==> src/mstss_pkg.sv <==
`default_nettype none

package mstss_pkg;

    // Command codes carried in the input tuser
    typedef enum logic [2:0] {
        CMD_TICK     = 3'd0,
        CMD_READ     = 3'd1,
        CMD_RESET_MS = 3'd2,
        CMD_LOAD_DLY = 3'd3,
        CMD_LOAD_RX  = 3'd4
    } cmd_t;

    // Sensor transfer kinds
    typedef enum logic [2:0] {
        KIND_GYRO_ACC   = 3'd0,
        KIND_GYRO_PTRIG = 3'd1,
        KIND_GYRO_TTRIG = 3'd2,
        KIND_GYRO_BARO  = 3'd3,
        KIND_GYRO_ONLY  = 3'd4
    } kind_t;

    localparam int MsWidth    = 32;
    localparam int SlotWidth  = 4;
    localparam int CntWidth   = 16;
    localparam int SubWidth   = 16;

    localparam logic [9:0]           MsToUs      = 10'd1000;
    localparam logic [SlotWidth-1:0] LastSlot    = 4'd15;
    localparam logic [SlotWidth-1:0] TriggerSlot = 4'd1;
    localparam logic [SlotWidth-1:0] BaroSlot    = 4'd13;

    // Timer subticks per microsecond; zero falls back to one
    localparam int SubticksPerUs = 24;
    localparam int Divisor       = (SubticksPerUs == 0) ? 1 : SubticksPerUs;

    // Exact reciprocal for a 16-bit dividend: q = (x * Recip) >> (16 + DivShift)
    localparam int          DivShift  = $clog2(Divisor);
    localparam int          RecipSh   = SubWidth + DivShift;
    localparam longint      RecipFull = ((64'd1 << RecipSh) + Divisor - 1) / Divisor;
    localparam int          RecipW    = SubWidth + 1;
    localparam logic [RecipW-1:0] Recip = RecipFull[RecipW-1:0];

    // Work held between the input register and the result register
    typedef struct packed {
        logic                 is_read;
        logic [MsWidth-1:0]   ms;
        logic [SubWidth-1:0]  sub;
        logic                 xfer_valid;
        kind_t                kind;
        logic                 delay_busy;
        logic                 rx_busy;
    } stage_t;

endpackage

`default_nettype wire

==> src/mstss_slot_sched.sv <==
`default_nettype none

module mstss_slot_sched (
    input  wire logic [mstss_pkg::SlotWidth-1:0] slot,
    input  wire logic                            pressure_phase,
    output mstss_pkg::kind_t                     kind,
    output logic [mstss_pkg::SlotWidth-1:0]      slot_next
);

    // Pick the transfer for the current slot
    always_comb begin
        if (!slot[0]) begin
            kind = mstss_pkg::KIND_GYRO_ACC;
        end else if (slot == mstss_pkg::TriggerSlot) begin
            kind = pressure_phase ? mstss_pkg::KIND_GYRO_PTRIG : mstss_pkg::KIND_GYRO_TTRIG;
        end else if (slot == mstss_pkg::BaroSlot) begin
            kind = mstss_pkg::KIND_GYRO_BARO;
        end else begin
            kind = mstss_pkg::KIND_GYRO_ONLY;
        end
    end

    // Advance the slot, wrapping after the last one
    assign slot_next = (slot >= mstss_pkg::LastSlot) ? '0 : slot + 1'b1;

endmodule

`default_nettype wire

==> src/mstss_time_conv.sv <==
`default_nettype none

module mstss_time_conv (
    input  wire logic [mstss_pkg::MsWidth-1:0]  ms,
    input  wire logic [mstss_pkg::SubWidth-1:0] sub,
    output logic [mstss_pkg::MsWidth-1:0]       time_us
);

    localparam int ProdW  = mstss_pkg::SubWidth + mstss_pkg::RecipW;
    localparam int MsProdW = mstss_pkg::MsWidth + 10;

    logic [ProdW-1:0]              sub_prod;
    logic [mstss_pkg::SubWidth-1:0] sub_us;
    logic [MsProdW-1:0]            ms_prod;

    // Divide the subtick count by the constant through its reciprocal
    assign sub_prod = ProdW'(sub) * ProdW'(mstss_pkg::Recip);
    assign sub_us   = mstss_pkg::SubWidth'(sub_prod >> mstss_pkg::RecipSh);

    // Scale milliseconds and add; wrap at 32 bits
    assign ms_prod = MsProdW'(ms) * MsProdW'(mstss_pkg::MsToUs);
    assign time_us = ms_prod[mstss_pkg::MsWidth-1:0]
                   + mstss_pkg::MsWidth'(sub_us);

endmodule

`default_nettype wire

==> src/ms_tick_sensor_slot_scheduler.sv <==
`default_nettype none

// Millisecond tick unit with a 16-slot sensor scheduler. Each input transfer
// carries one command in s_tuser (tick, read time, reset time, load delay,
// load receive timeout) and yields exactly one result transfer. A tick
// advances the 32-bit millisecond count, counts the delay and receive-timeout
// counters down to zero and, while sensors_ready is set, issues the transfer
// kind of the current slot and steps the slot. A read returns
// ms * 1000 + sub_ms_count / 24 modulo 2^32. One item is taken every clock
// while the input side is not held; the state registers are updated as each
// item is taken at the input. Each item passes an input register and a result
// register, with the time conversion between them, before its result is
// driven on m_tdata. A stalled result holds the input side once both
// registers are full.
module ms_tick_sensor_slot_scheduler (
    input  wire logic        aclk,
    input  wire logic        aresetn,
    input  wire logic        s_tvalid,
    output logic             s_tready,
    // [15:0] sub_ms_count, [16] sensors_ready, [17] pressure_phase,
    // [33:18] load_value, [39:34] zero
    input  wire logic [39:0] s_tdata,
    // [2:0] cmd
    input  wire logic [2:0]  s_tuser,
    output logic             m_tvalid,
    input  wire logic        m_tready,
    // [31:0] time_us, [32] transfer_valid, [35:33] transfer_kind,
    // [36] delay_busy, [37] rx_timeout_busy, [39:38] zero
    output logic [39:0]      m_tdata
);

    localparam int MsW   = mstss_pkg::MsWidth;
    localparam int SlotW = mstss_pkg::SlotWidth;
    localparam int CntW  = mstss_pkg::CntWidth;

    mstss_pkg::cmd_t          in_cmd;
    logic [15:0]              in_sub;
    logic                     in_ready;
    logic                     in_pres;
    logic [CntW-1:0]          in_load;

    logic [MsW-1:0]           ms_count_reg,  ms_count_next;
    logic [SlotW-1:0]         slot_reg,      slot_next;
    logic [CntW-1:0]          delay_reg,     delay_next;
    logic [CntW-1:0]          rx_reg,        rx_next;

    logic                     s1_valid_reg;
    mstss_pkg::stage_t        s1_reg, s1_next;
    logic                     out_valid_reg;
    logic [39:0]              out_data_reg, out_data_next;

    mstss_pkg::kind_t         sched_kind;
    logic [SlotW-1:0]         sched_slot_next;
    logic [MsW-1:0]           conv_time;

    logic                     in_xfer;
    logic                     s1_adv;

    assign in_cmd   = mstss_pkg::cmd_t'(s_tuser);
    assign in_sub   = s_tdata[15:0];
    assign in_ready = s_tdata[16];
    assign in_pres  = s_tdata[17];
    assign in_load  = s_tdata[33:18];

    // Pipeline flow: the stage moves on when the result register is empty or its result is taken
    assign s1_adv   = s1_valid_reg && (!out_valid_reg || m_tready);
    assign s_tready = !s1_valid_reg || s1_adv;
    assign in_xfer  = s_tvalid && s_tready;

    mstss_slot_sched u_sched (
        .slot           (slot_reg),
        .pressure_phase (in_pres),
        .kind           (sched_kind),
        .slot_next      (sched_slot_next)
    );

    // Apply the command to the state and capture what the result needs
    always_comb begin
        ms_count_next = ms_count_reg;
        slot_next     = slot_reg;
        delay_next    = delay_reg;
        rx_next       = rx_reg;
        s1_next.is_read    = 1'b0;
        s1_next.ms         = ms_count_reg;
        s1_next.sub        = in_sub;
        s1_next.xfer_valid = 1'b0;
        s1_next.kind       = mstss_pkg::KIND_GYRO_ACC;
        case (in_cmd)
            mstss_pkg::CMD_TICK: begin
                ms_count_next = ms_count_reg + 1'b1;
                delay_next    = (delay_reg != '0) ? delay_reg - 1'b1 : delay_reg;
                rx_next       = (rx_reg != '0) ? rx_reg - 1'b1 : rx_reg;
                if (in_ready) begin
                    s1_next.xfer_valid = 1'b1;
                    s1_next.kind       = sched_kind;
                    slot_next          = sched_slot_next;
                end
            end
            mstss_pkg::CMD_READ:     s1_next.is_read = 1'b1;
            mstss_pkg::CMD_RESET_MS: ms_count_next = '0;
            mstss_pkg::CMD_LOAD_DLY: delay_next = in_load;
            mstss_pkg::CMD_LOAD_RX:  rx_next = in_load;
            default: ;
        endcase
        s1_next.delay_busy = (delay_next != '0);
        s1_next.rx_busy    = (rx_next != '0);
    end

    // Hold state and the input register
    always_ff @(posedge aclk) begin
        if (!aresetn) begin
            ms_count_reg <= '0;
            slot_reg     <= '0;
            delay_reg    <= '0;
            rx_reg       <= '0;
            s1_valid_reg <= 1'b0;
        end else begin
            if (in_xfer) begin
                ms_count_reg <= ms_count_next;
                slot_reg     <= slot_next;
                delay_reg    <= delay_next;
                rx_reg       <= rx_next;
            end
            if (s_tready) begin
                s1_valid_reg <= s_tvalid;
            end
        end
    end

    always_ff @(posedge aclk) begin
        if (in_xfer) begin
            s1_reg <= s1_next;
        end
    end

    mstss_time_conv u_conv (
        .ms      (s1_reg.ms),
        .sub     (s1_reg.sub),
        .time_us (conv_time)
    );

    // Pack the result
    always_comb begin
        out_data_next        = '0;
        out_data_next[31:0]  = s1_reg.is_read ? conv_time : '0;
        out_data_next[32]    = s1_reg.xfer_valid;
        out_data_next[35:33] = s1_reg.kind;
        out_data_next[36]    = s1_reg.delay_busy;
        out_data_next[37]    = s1_reg.rx_busy;
    end

    // Hold the result until the transfer completes
    always_ff @(posedge aclk) begin
        if (!aresetn) begin
            out_valid_reg <= 1'b0;
        end else if (!out_valid_reg || m_tready) begin
            out_valid_reg <= s1_valid_reg;
        end
    end

    always_ff @(posedge aclk) begin
        if (s1_adv) begin
            out_data_reg <= out_data_next;
        end
    end

    assign m_tvalid = out_valid_reg;
    assign m_tdata  = out_data_reg;

endmodule

`default_nettype wire
==> config.mk <==
export PLATFORM = sky130hd
export DESIGN_NAME = ms_tick_sensor_slot_scheduler
export DESIGN_NICKNAME = d
export VERILOG_FILES = /design/src/mstss_pkg.sv /design/src/mstss_slot_sched.sv /design/src/mstss_time_conv.sv /design/src/ms_tick_sensor_slot_scheduler.sv
export SDC_FILE = /design/constraint.sdc
export NUM_CORES = 1
export LEC_CHECK = 0
export BUFFER_PORTS_ARGS = -buffer_cell sky130_fd_sc_hd__buf_2
export CELL_PAD_IN_SITES_DETAIL_PLACEMENT = 1
export CELL_PAD_IN_SITES_GLOBAL_PLACEMENT = 1
export CORE_ASPECT_RATIO = 0.8
export CORE_MARGIN = 8
export CORE_UTILIZATION = 50
export CTS_CLUSTER_SIZE = 8
export DETAILED_ROUTE_END_ITERATION = 10
export PLACE_DENSITY_LB_ADDON = 0.1
export SYNTH_ARGS = -nofsm -noshare
export SYNTH_HDL_FRONTEND = slang
export SYNTH_SLANG_ARGS = --single-unit
==> constraint.sdc <==
create_clock -name aclk -period 9.9 [get_ports aclk]
set_clock_uncertainty 0.1 [all_clocks]
set_input_delay 0.99 -clock aclk [delete_from_list [all_inputs] [get_ports aclk]]
set_output_delay 0.99 -clock aclk [all_outputs]
set_load 0.05 [all_outputs]
==> out/results.ini <==
[die]
die_h_um=175
dieArea_mm2=0.0375
num_rows=58
die_x_um=214
ios=89
start_util_pct=50.4
core_region_area_mm2=0.0312

[cts]
root_buffer=clkbuf_16
numCtsBuffers=17
clk_latency_ns=0.44
clockBufferDepth=2
cts_tree=built
cts_setup_buffers=0
cts.sinks=157
cts_resized=0
ctsHoldBuffers=0
clkTransAtPathRegs_ns=0.08
ctsHtreeMaxLevel=4

[global_route]
antenna_found_initial=0
grt.overflow.total=0
grt_pass1_vias=12551
grt_max_degree=85
grt_usage_pct=21.8
grt_pass1_wl_um=66900

[synthesis]
synth_compound_area_share_pct=11.6
synth_cell_types=73
synthFlopType=edfxtp_1
synth_top_area_share_pct=21.6
ys_warn_count=0
synth_edf_count=90
synth_top_family_by_area=adder cells
syn_area_per_cell_um2=9.80
synthMuxAreaShare_pct=0.334
async_flop_share_pct=0
yosysTopAreaCell=fa_1
netlist_top_cells_area=fa_1 (22%), edfxtp_1 (17%), ha_1 (16%)
synthSimpleGateAreaFrac_pct=13.5
synth_cells=1606
synth_fa_ha_area_share_pct=37.5
syn_area_mm2=0.0157
ys_seq_elements=157
synth-xor-area-share_pct=4.78
ys_seq_area_share_pct=25.7

[setup_path]
cp_slowest_cell=o41ai_1
path_depth=28
cp_top_family=adder cells
startpoint_type=register
max_stage_delay_ns=0.70
r2r_slack_ns=0.51
critPathArrivalTime_ns=9.48
critPathLaunch=s1_reg[7]
worst_setup_path_end_kind=register
required_ns=9.98
crit_type=reg -> reg
cp_num_buf_inv=4
crit_end=m_tdata[30]
critPathMaxFanout=8
rr_startpoint=s1_reg[7]
timing.rr.end=m_tdata[30]
reg2reg_depth=28

[detailed_routing]
drt_first_pass_iters=5
ant_nets=0
drt_iter0_markers=647
finalWirelength_um=40800
wl_per_cell_um=19.5
vias_per_cell=5.67
num_vias=11880
drc=0

[status]
status=completed

[finish]
layout_commonest_cell=inv_1
n_antenna_cell=0
area_growth_pct=8.89
post-route-util_pct=54.9
fin_nets=2081
layout-drive-gt1-share_pct=8.23
final_cell_count_no_fill=2097
largest_reg_flops=46
fill_cells=3546
final_cell_mix=inv_1 (225), ha_1 (200), fa_1 (170)

[power]
swShare_pct=48.9
p_total_w=0.00471
p_int_w=0.00241
clkPwrFrac_pct=14.3
pwr_density_cell_mw_per_mm2=275
leakage_nw=7.82
seqPwrFrac_pct=17.7
switching_power_w=0.00230
pwr-share-comb_pct=68.0
irDropWorstVdd_mv=0.131

[sta]
tns_ns=0
fin_crit_sh_pct=94.9
worst_slew_pin_slew_ns=1.18
hold_violations=0
final_max_slew_viol_count=0
max_slew_margin_pct=21.1
fin_crit_ns=9.39
setup_viol=0
whs_ns=0.323
rsz0062_at_grt=false
fmax_ghz=0.106

[placed_design]
port_buffers=80
hpwlAfterDp_um=32500
post-place-cells=2065
gp_congestion=0.865

[job]
cap_viol_max_count=0

[worst_hold_path]
holdCritPathClass=reg -> reg

## area by class of cell
class,instances,area (um2),area share (%)
multi-input cells,1175,10700,62.3
flip-flops and latches,157,4040,23.6
inverters,226,848,4.95
well taps,420,526,3.07
repair buffers,87,453,2.64
clock buffers,17,425,2.48
clock inverters,15,171,1.00
## worst min-delay path by stage
stage,start,end,slack [ns],depth (start not counted)
2_1_floorplan,out_data_next[32],m_tdata[32],0.30,0
3_3_place_gp,out_data_next[36],m_tdata[36],0.30,0
3_5_place_dp,out_data_next[36],m_tdata[36],0.31,0
4_1_cts,out_data_next[37],m_tdata[37],0.32,0
5_1_grt,out_data_next[37],m_tdata[37],0.33,0
6_report,out_data_next[36],m_tdata[36],0.32,0
## metal layers
layer,global-route usage (%),vias up,routed length (um)
met1,31.5,6013,20500
met2,35.4,183,18800
li1,-,5656,-
met3,2.90,28,1300
met5,0,-,0
met4,3.48,0,324
## per-stage QoR
| stage | worst slack, ns | area (um2) |
|---|---|---|
| final | 0.509 | 17100 |
| after floorplan | 2.01 | 15700 |
| after global placement | 0.877 | 16500 |
| after CTS | 0.539 | 17100 |
| after detailed placement | 0.603 | 16500 |
| after global routing | 0.0352 | 17100 |
## cells in the mapped netlist (all sizes together) (42+ instances only)
cell,instances
a21oi,93
clkbuf,42
dfxtp,67
edfxtp,90
fa,170
ha,200
inv,225
nand2,88
nor2,138
o21ai,46
xnor2,43
xor2,43
## kinds of logic (layout without fill, tap and decap cells)
group | Yosys count | in the layout
AO/OA/AOI/OAI | 280 | 280
adder cells (fa/ha/maj) | 370 | 370
XOR/XNOR | 86 | 86
flip-flops | 157 | 157
other | 1 | 2
buffers and inverters | 275 | 345
AND/OR/NAND/NOR | 432 | 432
multiplexers | 5 | 5
## power groups by stage
stage / Clock, W / Combinational [W] / Sequential (W)
2_1_floorplan: 0 / 0.00229 / 0.000976
3_3_place_gp: 0 / 0.00305 / 0.000846
3_5_place_dp: 0 / 0.00318 / 0.000850
4_1_cts: 0.000694 / 0.00322 / 0.000835
5_1_grt: 0.000718 / 0.00362 / 0.000841
6_report: 0.000675 / 0.00320 / 0.000834
Power figures use the tool's default switching activity.
